===== src/hdl/slss_pkg.sv =====
// Package: shared widths, types and divider request/response structs for the linear solver.
`timescale 1ns / 1ps
package slss_pkg;
    localparam int MAX_UNKNOWNS = 3;
    localparam int COEF_W = 16;
    localparam int ACC_W = 52;
    localparam int SOL_W = 48;
    localparam int QUOT_BITS = 48;

    typedef logic signed [COEF_W-1:0] coef_t;
    typedef logic signed [ACC_W-1:0] acc_t;

    // divider request/response between sequencer and divider
    typedef struct packed {
        logic start;
        logic [ACC_W-1:0] num_mag;
        logic [ACC_W-1:0] den_mag;
    } div_req_t;

    typedef struct packed {
        logic busy;
        logic done;
        logic [QUOT_BITS:0] quot;
    } div_rsp_t;
endpackage


===== src/hdl/slss_div.sv =====
// Restoring divider: unsigned magnitudes into a Q32.16 quotient, one quotient bit per cycle.
`timescale 1ns / 1ps
module slss_div (
    input  logic                clk,
    input  logic                rst_n,
    input  slss_pkg::div_req_t  req,
    output slss_pkg::div_rsp_t  rsp
);
    import slss_pkg::*;

    localparam int STEPS = ACC_W + 16;

    logic [ACC_W+16-1:0] num_reg;
    logic [ACC_W:0]      rem_reg;
    logic [ACC_W-1:0]    den_reg;
    logic [STEPS-1:0]    quot_reg;
    logic [6:0]          cnt_reg;
    logic                busy_reg;
    logic                done_reg;
    logic [ACC_W:0]      shifted;
    logic [ACC_W:0]      diff;

    always_comb
    begin
        shifted = {rem_reg[ACC_W-1:0], num_reg[ACC_W+16-1]};
        diff    = shifted - {1'b0, den_reg};
    end

    always_ff @(posedge clk or negedge rst_n)
    begin
        if (!rst_n)
        begin
            busy_reg <= 1'b0;
            done_reg <= 1'b0;
            cnt_reg  <= '0;
            num_reg  <= '0;
            rem_reg  <= '0;
            den_reg  <= '0;
            quot_reg <= '0;
        end
        else
        begin
            done_reg <= busy_reg && !req.start && (cnt_reg == 7'd1);
            if (req.start)
            begin
                busy_reg <= 1'b1;
                cnt_reg  <= 7'(STEPS);
                num_reg  <= {req.num_mag, 16'd0};
                den_reg  <= req.den_mag;
                rem_reg  <= '0;
                quot_reg <= '0;
            end
            else if (busy_reg)
            begin
                num_reg <= num_reg << 1;
                if (!diff[ACC_W])
                begin
                    rem_reg  <= diff;
                    quot_reg <= {quot_reg[STEPS-2:0], 1'b1};
                end
                else
                begin
                    rem_reg  <= shifted;
                    quot_reg <= {quot_reg[STEPS-2:0], 1'b0};
                end
                cnt_reg <= cnt_reg - 7'd1;
                if (cnt_reg == 7'd1)
                    busy_reg <= 1'b0;
            end
        end
    end

    // anything at or above 2^48 saturates anyway: fold into one overflow bit
    assign rsp.busy = busy_reg;
    assign rsp.done = done_reg;
    assign rsp.quot = {|quot_reg[STEPS-1:QUOT_BITS], quot_reg[QUOT_BITS-1:0]};

    a_done_after_busy: assert property (@(posedge clk) disable iff (!rst_n)
        done_reg |-> $past(busy_reg))
        else $error("divider done without work");
    a_busy_counting: assert property (@(posedge clk) disable iff (!rst_n)
        busy_reg |-> (cnt_reg != 7'd0))
        else $error("divider busy with spent count");
    a_start_when_idle: assert property (@(posedge clk) disable iff (!rst_n)
        req.start |-> !busy_reg)
        else $error("divider restarted while busy");
endmodule


===== src/hdl/small_linear_system_solver_top.sv =====
// Top level: row store, sequencer with one shared multiplier, divider and output register.
// Sequence: a row without solve_now is taken directly. A solve first computes the
// determinant, then per unknown runs the multiply-accumulate steps, issues the division,
// waits for the divider and hands over the word; singular skips the divider.
// Throughput: one solve at a time; the input is not ready until all results are taken.
// Reset: asynchronous active low; system_size returns to 3, determinant to zero.
// Row stores have no reset and are undefined until written.
`timescale 1ns / 1ps
module small_linear_system_solver_top (
    input  logic                        clk,
    input  logic                        rst_n,
    input  logic                        cfg_valid,
    output logic                        cfg_ready,
    input  logic [1:0]                  cfg_data,
    input  logic                        in_valid,
    output logic                        in_ready,
    input  logic [1:0]                  row_index,
    input  slss_pkg::coef_t             coef_first,
    input  slss_pkg::coef_t             coef_second,
    input  slss_pkg::coef_t             coef_third,
    input  slss_pkg::coef_t             rhs_value,
    input  logic                        solve_now,
    output logic                        out_valid,
    input  logic                        out_ready,
    output logic [1:0]                  unknown_index,
    output logic signed [47:0]          solution_value,
    output logic                        singular,
    output logic                        saturated,
    output logic                        last_result
);
    import slss_pkg::*;

    localparam logic [2:0] ST_IDLE = 3'd0;
    localparam logic [2:0] ST_MAC  = 3'd1;
    localparam logic [2:0] ST_DIV  = 3'd2;
    localparam logic [2:0] ST_WAIT = 3'd3;
    localparam logic [2:0] ST_OUT  = 3'd4;

    localparam logic [1:0] OP_NONE = 2'd0;
    localparam logic [1:0] OP_LOAD = 2'd1;
    localparam logic [1:0] OP_ADD  = 2'd2;
    localparam logic [1:0] OP_SUB  = 2'd3;

    coef_t a_reg [3][3];
    coef_t b_reg [3];
    logic [1:0] size_reg;
    logic [2:0] state_reg;
    logic [1:0] n_reg;
    logic [1:0] sj_reg;
    logic [1:0] sp_reg;
    logic [1:0] unk_reg;
    acc_t det_reg;
    acc_t acc_reg;
    acc_t tmp_reg;
    logic det_phase_reg;
    logic neg_reg;

    // one multiplier: 32 x 16 signed covers cofactor times coefficient
    logic signed [31:0] mul_a;
    logic signed [15:0] mul_b;
    logic [1:0] mul_op;
    logic       mul_to_tmp;
    logic signed [47:0] mul_p;
    acc_t prod_ext;
    acc_t acc_new;
    acc_t tmp_new;
    coef_t cof_mult;
    logic [1:0] row_sel, col_sel;
    logic [1:0] ri1, ri2, ci1, ci2;
    logic [1:0] last_sj;
    logic last_step;

    div_req_t dreq;
    div_rsp_t drsp;

    slss_div u_div (.clk(clk), .rst_n(rst_n), .req(dreq), .rsp(drsp));

    assign cfg_ready = (state_reg == ST_IDLE);
    assign in_ready  = (state_reg == ST_IDLE);

    function automatic logic [1:0] mod3(input logic [2:0] v);
        return (v >= 3'd3) ? 2'(v - 3'd3) : v[1:0];
    endfunction

    // sj walks the outer index, sp the three steps within it.
    // Determinant pass: sj is column k of row 0, cofactor rows 1 and 2.
    // Unknown pass: sj is row j, cofactor columns taken from the unknown.
    // Steps for three unknowns: tmp = a*a, tmp -= a*a, acc += tmp * (b[j] or a[0][k]).
    always_comb
    begin
        row_sel  = det_phase_reg ? 2'd0 : sj_reg;
        col_sel  = det_phase_reg ? sj_reg : unk_reg;
        ri1      = mod3(3'(row_sel) + 3'd1);
        ri2      = mod3(3'(row_sel) + 3'd2);
        ci1      = mod3(3'(col_sel) + 3'd1);
        ci2      = mod3(3'(col_sel) + 3'd2);
        cof_mult = det_phase_reg ? a_reg[0][sj_reg] : b_reg[sj_reg];
        mul_a      = '0;
        mul_b      = '0;
        mul_op     = OP_NONE;
        mul_to_tmp = 1'b0;
        if (n_reg == 2'd3)
        begin
            case (sp_reg)
                2'd0:
                begin
                    mul_a = 32'(a_reg[ri1][ci1]); mul_b = a_reg[ri2][ci2];
                    mul_op = OP_LOAD; mul_to_tmp = 1'b1;
                end
                2'd1:
                begin
                    mul_a = 32'(a_reg[ri1][ci2]); mul_b = a_reg[ri2][ci1];
                    mul_op = OP_SUB; mul_to_tmp = 1'b1;
                end
                default:
                begin
                    mul_a = tmp_reg[31:0]; mul_b = cof_mult;
                    mul_op = OP_ADD;
                end
            endcase
        end
        else if (n_reg == 2'd2)
        begin
            if (det_phase_reg)
            begin
                if (sp_reg == 2'd0)
                begin
                    mul_a = 32'(a_reg[0][0]); mul_b = a_reg[1][1]; mul_op = OP_ADD;
                end
                else if (sp_reg == 2'd1)
                begin
                    mul_a = 32'(a_reg[0][1]); mul_b = a_reg[1][0]; mul_op = OP_SUB;
                end
            end
            else if (sp_reg == 2'd0)
            begin
                // adj = [[a11,-a01],[-a10,a00]]
                mul_a  = (unk_reg == sj_reg) ? 32'(a_reg[sj_reg ^ 2'd1][sj_reg ^ 2'd1])
                                             : 32'(a_reg[unk_reg][sj_reg]);
                mul_b  = b_reg[sj_reg];
                mul_op = (unk_reg == sj_reg) ? OP_ADD : OP_SUB;
            end
        end
        else if (sp_reg == 2'd0 && sj_reg == 2'd0)
        begin
            mul_a = 32'sd1; mul_b = cof_mult; mul_op = OP_ADD;
        end
        mul_p    = mul_a * mul_b;
        prod_ext = ACC_W'(mul_p);
        acc_new  = acc_reg;
        tmp_new  = tmp_reg;
        unique case (mul_op)
            OP_LOAD: tmp_new = prod_ext;
            OP_ADD:
            begin
                if (mul_to_tmp) tmp_new = tmp_reg + prod_ext;
                else acc_new = acc_reg + prod_ext;
            end
            OP_SUB:
            begin
                if (mul_to_tmp) tmp_new = tmp_reg - prod_ext;
                else acc_new = acc_reg - prod_ext;
            end
            default:
            begin
                acc_new = acc_reg;
                tmp_new = tmp_reg;
            end
        endcase
        last_sj   = det_phase_reg ? ((n_reg == 2'd3) ? 2'd2 : 2'd0) : (n_reg - 2'd1);
        last_step = (sj_reg == last_sj) && (sp_reg == 2'd2);
    end

    logic [ACC_W-1:0] num_mag, den_mag;
    assign num_mag = acc_reg[ACC_W-1] ? ACC_W'(-acc_reg) : acc_reg;
    assign den_mag = det_reg[ACC_W-1] ? ACC_W'(-det_reg) : det_reg;

    logic [QUOT_BITS:0] q;
    logic [SOL_W-1:0] pos_max, neg_mag;
    assign q = drsp.quot;
    assign pos_max = {1'b0, {(SOL_W-1){1'b1}}};
    assign neg_mag = {1'b1, {(SOL_W-1){1'b0}}};

    always_ff @(posedge clk)
    begin
        if (in_valid && in_ready && row_index < 2'(MAX_UNKNOWNS))
        begin
            a_reg[row_index][0] <= coef_first;
            a_reg[row_index][1] <= coef_second;
            a_reg[row_index][2] <= coef_third;
            b_reg[row_index]    <= rhs_value;
        end
    end

    always_ff @(posedge clk or negedge rst_n)
    begin
        if (!rst_n)
        begin
            size_reg       <= 2'd3;
            state_reg      <= ST_IDLE;
            n_reg          <= 2'd3;
            sj_reg         <= '0;
            sp_reg         <= '0;
            unk_reg        <= '0;
            det_reg        <= '0;
            acc_reg        <= '0;
            tmp_reg        <= '0;
            det_phase_reg  <= 1'b0;
            out_valid      <= 1'b0;
            neg_reg        <= 1'b0;
            dreq           <= '0;
            unknown_index  <= '0;
            solution_value <= '0;
            singular       <= 1'b0;
            saturated      <= 1'b0;
            last_result    <= 1'b0;
        end
        else
        begin
            dreq.start <= (state_reg == ST_DIV) && (det_reg != '0);
            if (cfg_valid && cfg_ready)
                size_reg <= cfg_data;
            unique case (state_reg)
                ST_IDLE:
                begin
                    if (in_valid && solve_now)
                    begin
                        n_reg <= (size_reg == 2'd0) ? 2'd1 : size_reg;
                        sj_reg <= '0;
                        sp_reg <= '0;
                        unk_reg <= '0;
                        acc_reg <= '0;
                        tmp_reg <= '0;
                        det_phase_reg <= 1'b1;
                        state_reg <= ST_MAC;
                    end
                end
                ST_MAC:
                begin
                    if (det_phase_reg && last_step)
                    begin
                        det_reg <= acc_new;
                        acc_reg <= '0;
                        det_phase_reg <= 1'b0;
                    end
                    else
                    begin
                        acc_reg <= acc_new;
                        tmp_reg <= tmp_new;
                    end
                    if (last_step)
                    begin
                        sj_reg <= '0;
                        sp_reg <= '0;
                        if (!det_phase_reg)
                            state_reg <= ST_DIV;
                    end
                    else if (sp_reg == 2'd2)
                    begin
                        sp_reg <= '0;
                        sj_reg <= sj_reg + 2'd1;
                    end
                    else
                        sp_reg <= sp_reg + 2'd1;
                end
                ST_DIV:
                begin
                    neg_reg <= (acc_reg[ACC_W-1] != det_reg[ACC_W-1]) && (acc_reg != '0);
                    if (det_reg != '0)
                    begin
                        dreq.num_mag <= num_mag;
                        dreq.den_mag <= den_mag;
                        state_reg    <= ST_WAIT;
                    end
                    else
                    begin
                        solution_value <= '0;
                        singular   <= 1'b1;
                        saturated  <= 1'b0;
                        unknown_index <= unk_reg;
                        last_result <= (unk_reg == n_reg - 2'd1);
                        out_valid  <= 1'b1;
                        state_reg  <= ST_OUT;
                    end
                end
                ST_WAIT:
                begin
                    if (drsp.done)
                    begin
                        singular <= 1'b0;
                        unknown_index <= unk_reg;
                        last_result <= (unk_reg == n_reg - 2'd1);
                        out_valid <= 1'b1;
                        state_reg <= ST_OUT;
                        if (!neg_reg)
                        begin
                            saturated <= (q > (QUOT_BITS+1)'(pos_max));
                            solution_value <= (q > (QUOT_BITS+1)'(pos_max)) ? pos_max
                                             : q[SOL_W-1:0];
                        end
                        else
                        begin
                            saturated <= (q > (QUOT_BITS+1)'(neg_mag));
                            solution_value <= (q > (QUOT_BITS+1)'(neg_mag)) ? neg_mag
                                             : SOL_W'(-q[SOL_W-1:0]);
                        end
                    end
                end
                ST_OUT:
                begin
                    if (out_ready)
                    begin
                        out_valid <= 1'b0;
                        if (last_result)
                            state_reg <= ST_IDLE;
                        else
                        begin
                            unk_reg  <= unk_reg + 2'd1;
                            sj_reg   <= '0;
                            sp_reg   <= '0;
                            acc_reg  <= '0;
                            tmp_reg  <= '0;
                            state_reg <= ST_MAC;
                        end
                    end
                end
                default: state_reg <= ST_IDLE;
            endcase
        end
    end

    a_busy_not_ready: assert property (@(posedge clk) disable iff (!rst_n)
        (state_reg != ST_IDLE) |-> !in_ready)
        else $error("input taken during solve");
    a_out_only_in_out: assert property (@(posedge clk) disable iff (!rst_n)
        out_valid |-> (state_reg == ST_OUT))
        else $error("result shown outside output state");
    a_singular_zero: assert property (@(posedge clk) disable iff (!rst_n)
        (out_valid && singular) |-> (solution_value == '0 && !saturated))
        else $error("singular result not zero");
endmodule

===== config.mk =====
export PLATFORM = sky130hd
export DESIGN_NAME = small_linear_system_solver_top
export DESIGN_NICKNAME = d
export VERILOG_FILES = /design/src/hdl/slss_pkg.sv /design/src/hdl/slss_div.sv /design/src/hdl/small_linear_system_solver_top.sv
export SDC_FILE = /design/constraint.sdc
export NUM_CORES = 2
export LEC_CHECK = 0
export ABC_AREA = 1
export BUFFER_PORTS_ARGS = -buffer_cell sky130_fd_sc_hd__buf_2
export CORE_MARGIN = 5
export CORE_UTILIZATION = 35
export CTS_BUF_LIST = sky130_fd_sc_hd__clkbuf_4 sky130_fd_sc_hd__clkbuf_8
export CTS_CLUSTER_SIZE = 28
export DETAILED_ROUTE_END_ITERATION = 16
export PLACE_DENSITY_LB_ADDON = 0.15
export SYNTH_ARGS = -nofsm -noshare
export SYNTH_HDL_FRONTEND = slang
export SYNTH_SLANG_ARGS = --single-unit
export TNS_END_PERCENT = 20

===== constraint.sdc =====
create_clock -name clk -period 14.5 [get_ports clk]
set_input_delay 1.45 -clock clk [delete_from_list [all_inputs] [get_ports clk]]
set_output_delay 1.45 -clock clk [all_outputs]
set_load 0.05 [all_outputs]

* Word level (Yosys, flattened, before mapping)
Memories as Yosys holds them, arrays and structs flattened.
Index checks and enable logic that the tools add are counted.
** Storage, ports and cells
- Flip-flop bits (word level) :: 579
- Memory bits (writable) :: 192
- Bits of input ports :: 74
- Output and inout port bits :: 56
- Logic and storage cells :: 267
- Memories :: 2
** Memories
- a_reg :: words 3, bits a word 48, read ports 6, clocked after Yosys merged registers in 0, wr ports 1, RTL line small_linear_system_solver_top.sv:44 : coef_t a_reg [3][3];
- b_reg :: words 3, bits a word 16, read ports 1, clocked after Yosys merged registers in 0, wr ports 1, RTL line small_linear_system_solver_top.sv:45 : coef_t b_reg [3];
** Operators by class
- $add $sub $neg :: 21
- Multipliers :: 1
- Order comparisons :: 11
- Equality and inequality tests :: 29
- Multiplexer cells :: 134
- Bitwise gates (word level) :: 5
- Reductions and logical operators :: 37
** Operators by type and width (count)
- $mux 52 :: 14
- $pmux 52 s3 :: 3
- $mux 16 :: 22
- $mux 68 :: 4
- $mux 48 :: 5
- $bmux 16 s2 :: 7
- $mux 32 :: 7
- $add 52x48->52 :: 2
- $neg 52->52 :: 2
- $pmux 52 s2 :: 1
- $reduce_bool 52->1 :: 2
- $sub 52x48->52 :: 2
- $pmux 48 s2 :: 1
- $pmux 32 s2 :: 1
- $mux 2 :: 27
- $sub 53x52->53 :: 1
- $gt 49x47->1 const B :: 1
- $gt 49x48->1 const B :: 1
- $mul 32x16->48 :: 1
- $neg 48->48 :: 1
- $pmux 16 s2 :: 1
- $mux 1 :: 22
- $reduce_or 20->1 :: 1
- $mux 3 :: 6
- 41 further kinds :: 103

* Logic depth before layout (Yosys ltp)
- Depth in word-level cells :: 16
- Gate-level depth with buffers :: 67
- Gate-level depth less buffers :: 63

* Cells and area by module
A second synthesis with hierarchy kept.
** Unflattened totals
- Cell total of the unflattened synthesis :: 10164
- Area total of the unflattened synthesis :: 74057.3 sq um
** Modules (own cells, without submodules)
- small_linear_system_solver_top :: instances 1, cells an instance 8102, area each 59594.7 sq um, seq. area each 14969.4 sq um
- slss_div :: instances 1, cells an instance 2062, area each 14462.6 sq um, seq. area each 5830.6 sq um

* Worst setup path before layout
OpenSTA, ideal clock, no wires.
- Path kind :: register to register
- Start point :: register det_phase_reg
- End point :: register acc_reg[47]
- Library setup time :: 133 ps
- Arrival time :: 10316 ps
- Required time :: 14367 ps
- Path slack :: 4051 ps
- Cell stages (with the launch flop) :: 55
- Path buffers :: 7
- Period minus slack after synthesis :: 10449 ps
- Cell sequence :: dfrtp_1 > inv_2 > buf_2 > buf_1 > clkbuf_1 > a21oi_1 > ha_1 > clkbuf_1 > nor2_2 > inv_1 > clkbuf_1 > clkbuf_1 > o22ai_1 > o211ai_1 > nand2_2 > inv_1 > nor2_1 > fa_1 > (+19 left out) > xnor2_1 > inv_1 > ha_1 > clkbuf_1 > nor2_1 > a21oi_1 > o21ai_0 > a21oi_1 > nand3_1 > a21o_1 > nand2_1 > inv_1 > o21ai_0 > nand3_1 > nand3_1 > nand3_1 > nand2_1 > o21ai_0
** Between the ends
- Word-level cells in the longest chain between the ends :: 16
- Elaborated cells between the ends (all ways) :: 60
- Classes of those cells :: 10 x add/sub; 1 x mul; 4 x order compare; 3 x eq/ne; 37 x mux; 2 x bitwise; 2 x reduce/logical; 1 x memory
** Ends and longest elaborated chain
- start, declared :: RTL line small_linear_system_solver_top.sv:55 : logic det_phase_reg;
- start signal, assigned :: RTL line small_linear_system_solver_top.sv:208 : det_phase_reg <= 1'b0;
- start signal, assigned :: RTL line small_linear_system_solver_top.sv:234 : det_phase_reg <= 1'b1;
- start signal, assigned :: RTL line small_linear_system_solver_top.sv:244 : det_phase_reg <= 1'b0;
- $mux 2 (on tied branches) :: RTL line small_linear_system_solver_top.sv:91, small_linear_system_solver_top.sv:92
- $add 2x1->3, or another cell as far along :: RTL line small_linear_system_solver_top.sv:93 : ri1 = mod3(3'(row_sel) + 3'd1);
- $ge 3x2->1 or $sub 2x2->2 (tied branches) :: RTL line small_linear_system_solver_top.sv:82 : return (v >= 3'd3) ? 2'(v - 3'd3) : v[1:0];
- $mux 2 :: RTL line small_linear_system_solver_top.sv:82
- $mem_v2 3x48 or $not 2->3 (tied branches)
- $bmux 16 s2 (on tied branches) :: RTL line small_linear_system_solver_top.sv:112, small_linear_system_solver_top.sv:107
- $mux 16 (on tied branches) (2 in a row) :: RTL line small_linear_system_solver_top.sv:112, small_linear_system_solver_top.sv:107
- $pmux 32 s2 or $pmux 16 s2 (tied branches) :: RTL line small_linear_system_solver_top.sv:104 : case (sp_reg)
- $mux 32 or $mux 16 (tied branches) :: RTL line small_linear_system_solver_top.sv:102 : if (n_reg == 2'd3)
- $mul 32x16->48 :: RTL line small_linear_system_solver_top.sv:148 : mul_p = mul_a * mul_b;
- $sub 52x48->52 or $add 52x48->52 (tied branches) :: RTL line small_linear_system_solver_top.sv:162, small_linear_system_solver_top.sv:157
- $mux 52 (on tied branches) :: RTL line small_linear_system_solver_top.sv:161, small_linear_system_solver_top.sv:156
- $pmux 52 s2 :: RTL line small_linear_system_solver_top.sv:152 : unique case (mul_op)
- $mux 52 * :: RTL line small_linear_system_solver_top.sv:240 : if (det_phase_reg && last_step)
- $pmux 52 s3 * :: RTL line small_linear_system_solver_top.sv:223 : unique case (state_reg)
- end signal, assigned :: RTL line small_linear_system_solver_top.sv:248 : acc_reg <= acc_new;
- end, declared :: RTL line small_linear_system_solver_top.sv:53 : acc_t acc_reg;
Every way passes the cells marked *; elsewhere a longest branch is shown, timed or not. The select of a mux whose other input is x is not followed.
A chain may end at the register's enable or synchronous reset.

* Worst setup path in the final report
- Start point :: register n_reg[1]
- End point :: register det_reg[38]
** Between the ends
- Word-level cells in the longest chain between the ends :: 7
- Elaborated cells between the ends (all ways) :: 24
- Classes of those cells :: 3 x add/sub; 1 x mul; 5 x eq/ne; 12 x mux; 3 x reduce/logical
** Ends and longest elaborated chain
- start, declared :: RTL line small_linear_system_solver_top.sv:48 : logic [1:0] n_reg;
- start signal, assigned :: RTL line small_linear_system_solver_top.sv:228 : n_reg <= (size_reg == 2'd0) ? 2'd1 : size_reg;
- $eq 2x2->1 (on tied branches) :: RTL line small_linear_system_solver_top.sv:122, small_linear_system_solver_top.sv:102, small_linear_system_solver_top.sv:170
- $mux 32, or another cell as far along :: RTL line small_linear_system_solver_top.sv:122 : else if (n_reg == 2'd2)
- $mux 32, or another cell as far along :: RTL line small_linear_system_solver_top.sv:102
- $mul 32x16->48 or $eq 2x2->1 (tied branches) :: RTL line small_linear_system_solver_top.sv:148, small_linear_system_solver_top.sv:171
- $sub 52x48->52, or another cell as far along :: RTL line small_linear_system_solver_top.sv:162 : else acc_new = acc_reg - prod_ext;
- $mux 52, or another cell as far along :: RTL line small_linear_system_solver_top.sv:161 : if (mul_to_tmp) tmp_new = tmp_reg - prod_ext;
- $pmux 52 s2 or $reduce_and 2->1 (tied branches)
- end signal, assigned :: RTL line small_linear_system_solver_top.sv:242 : det_reg <= acc_new;
- end, declared :: RTL line small_linear_system_solver_top.sv:52 : acc_t det_reg;
Parallel ways exist; a longest one is shown, timed or not.

==> impl_metrics.env <==
export IMPL_outcome="finished clean"
export IMPL_num_vias=66241
export IMPL_rrSetupSlack_ns=1.15
export IMPL_wirelength_um=278000
export IMPL_track_usage=0.257
export IMPL_gp_congestion=1.03
export IMPL_async_reset_ff_frac=0.693
export IMPL_post_cts_resized=0
export IMPL_setup_ws_ns=1.15
export IMPL_setup_viol=0
export IMPL_syn_inst=9422
export IMPL_ios=130
export IMPL_synth_edf_count=240
export IMPL_hold_path_class="reg -> reg"
export IMPL_clockBufferDepth=3
export IMPL_start_util=0.353
export IMPL_globalRouteOverflowTotal=0
export IMPL_wire_per_inst_um=22.6
export IMPL_clkTransAtPathRegs_ns=0.05
export IMPL_placedCellCount=12036
export IMPL_ant_nets=0
export IMPL_cts_root_buf="clkbuf_8"
export IMPL_die_area_um2=213000
export IMPL_portBuffers=129
export IMPL_holdBufCountCts=0
export IMPL_max_slew_margin=0.219
export IMPL_seq_area_frac_synth=0.291
export IMPL_multi_input_area_um2=43500
export IMPL_yosys_warnings=0
export IMPL_drc_errors=0
export IMPL_fin_cells=12314
export IMPL_detailedRoute_firstPassIterationCount=9
export IMPL_synthDistinctLibCells=82
export IMPL_rows=165
export IMPL_drt_initial_drc_count=5736
export IMPL_grt_pass1_wl_um=421000
export IMPL_die_h_um=462
export IMPL_cp_arrival_ns=14.14
export IMPL_cp_start_kind="register"
export IMPL_clkSinkCount=783
export IMPL_cp_slowest_cell="inv_1"
export IMPL_antenna_found_initial=5
export IMPL_rsz0062_at_grt="false"
export IMPL_hold_viol_final=0
export IMPL_regArea_um2=20800
export IMPL_syn2layout_area_growth_pct=10.2
export IMPL_avgViaCountPerCell=5.38
export IMPL_cap_violations=0
export IMPL_clk_latency_ns=0.93
export IMPL_finalClockSkew_ns=0.0798
export IMPL_fin_crit_ns=13.35
export IMPL_grt_pass1_vias=67029
export IMPL_worst_slew_pin_slew_ns=1.16
export IMPL_cts_buffers=150
export IMPL_syn_area_um2=71500
export IMPL_timing_final_crit_share=0.921
export IMPL_grt_max_degree=160
export IMPL_crit_fanout=29
export IMPL_core_um2=203000
export IMPL_place_ws_ns=1.27
export IMPL_postCtsSetupRepairBufs=0
export IMPL_syn_area_per_cell_um2=7.59
export IMPL_ys_ff_latch=783
export IMPL_fin_tns_setup_ns=0
export IMPL_worst_setup_path_type="reg -> reg"
export IMPL_max_freq_mhz=74.9
export IMPL_die_x_um=462
export IMPL_slew_viol_final=0
export IMPL_whs_ns=0.461
export IMPL_crit_top_cell="nand2_1"
export IMPL_nFillCells=21334
export IMPL_place_hpwl_um=215000
export IMPL_ys_flop_type="dfrtp_1"
export IMPL_drive_above_1_share=0.0787
export IMPL_slowest_delay_ns=0.70
export IMPL_largest_register_ffs=192
export IMPL_htreeDepth=4
export IMPL_end_kind="register"
export IMPL_required_ns=15.29
export IMPL_cts_tree="done"
export IMPL_final_nets=10403
[worst max-delay path, delay by kind of cell (launching register included)]
kind | cells | cell delay, ns
buffers and inverters | 10 | 1.97
and+or+nand+nor | 22 | 4.18
adders and majority gates | 9 | 4.32
xor gates and xnor gates | 1 | 0.42
DFF | 1 | 0.55
AOI/OAI and AO/OA | 7 | 1.72
[routing by layer]
layer | track usage | wire length, um | vias to the layer above
met3 | 0.0374 | 16900 | 565
met5 | 0 | 0 | -
li1 | - | - | 31072
met1 | 0.335 | 119000 | 32285
met2 | 0.428 | 130000 | 2319
met4 | 0.108 | 12400 | 0
[placed cells by master (no fill, tap or decap), drive strengths merged, types with 27 or more instances in the layout]
cell type / n
clkbuf: 227
a21oi: 608
buf: 306
o22ai: 139
clkinv: 35
nor2: 923
or2: 32
edfxtp: 240
o21ai: 859
nand3: 390
o211ai: 150
nand4: 69
ha: 322
nor3: 101
dfrtp: 539
inv: 1511
fa: 491
a31oi: 36
nor4: 47
a21o: 48
xor2: 203
o21a: 27
o31ai: 47
conb: 48
nand2: 1892
o221ai: 71
xnor2: 56
[synth_stat cells (all sizes together), types with 15 or more instances]
library cell     n  share of area
o211ai         150          0.016
inv           1501          0.079
nor2           923          0.049
nor4            47         0.0041
o21ai          859          0.061
xor2           203          0.025
edfxtp         240           0.10
dfrtp          539           0.19
o22ai          139          0.012
o31ai           47         0.0051
o21a            27         0.0028
xnor2           56         0.0070
clkbuf         231          0.012
nand4           69         0.0060
ha             322          0.056
a21oi          608          0.044
o2111ai         19         0.0023
or2             32         0.0028
a211oi          17         0.0018
nand2         1892           0.10
fa             491           0.14
a21o            48         0.0050
o21bai          20         0.0021
nand3          390          0.028
a21boi          21         0.0022
a32o            16         0.0022
o221ai          71         0.0088
a31oi           36         0.0032
nand3b          15         0.0016
nor3           101         0.0077
buf            180          0.013
a221oi          21         0.0026
[through the flow]
step | area (um2) | utilization
floorplan | 71700 | -
global placement | 75400 | 0.372
detailed placement | 75400 | 0.372
CTS | 78700 | 0.388
global route | 78800 | 0.388
finish | 78800 | 0.388
[final timing paths]
kind	from	to	cells past startpoint
worst max-delay path	n_reg[1]	det_reg[38]	49
worst min-delay path	u_div.cnt_reg[3]	u_div.cnt_reg[3]	1
worst max register to register	n_reg[1]	det_reg[38]	49
worst min register to register	u_div.cnt_reg[3]	u_div.cnt_reg[3]	1
max in group asynchronous	rst_n	acc_reg[45]	4
min in group asynchronous	rst_n	u_div.rem_reg[11]	1
[cell families after synthesis]
logic type,synth area share
AOI/OAI and AO/OA,0.178
and+or+nand+nor,0.201
buffers and inverters,0.104
muxes,0.000315
other,0.0000525
xor gates and xnor gates,0.0324
adders and majority gates,0.194
DFF,0.291
[final cells by class]
cell class,count,share of cell area
inverters,1507,0.0719
well taps,2672,0.0425
repair buffers,306,0.0258
clock buffers,227,0.0366
diodes,5,0.000159
flip-flops and latches,783,0.264
multi-input cells,6768,0.553
clock inverters,46,0.00607
Power is left out: the tool's default activity adds up to more than one toggle a clock period on the data nets, which glitch-free logic cannot reach.
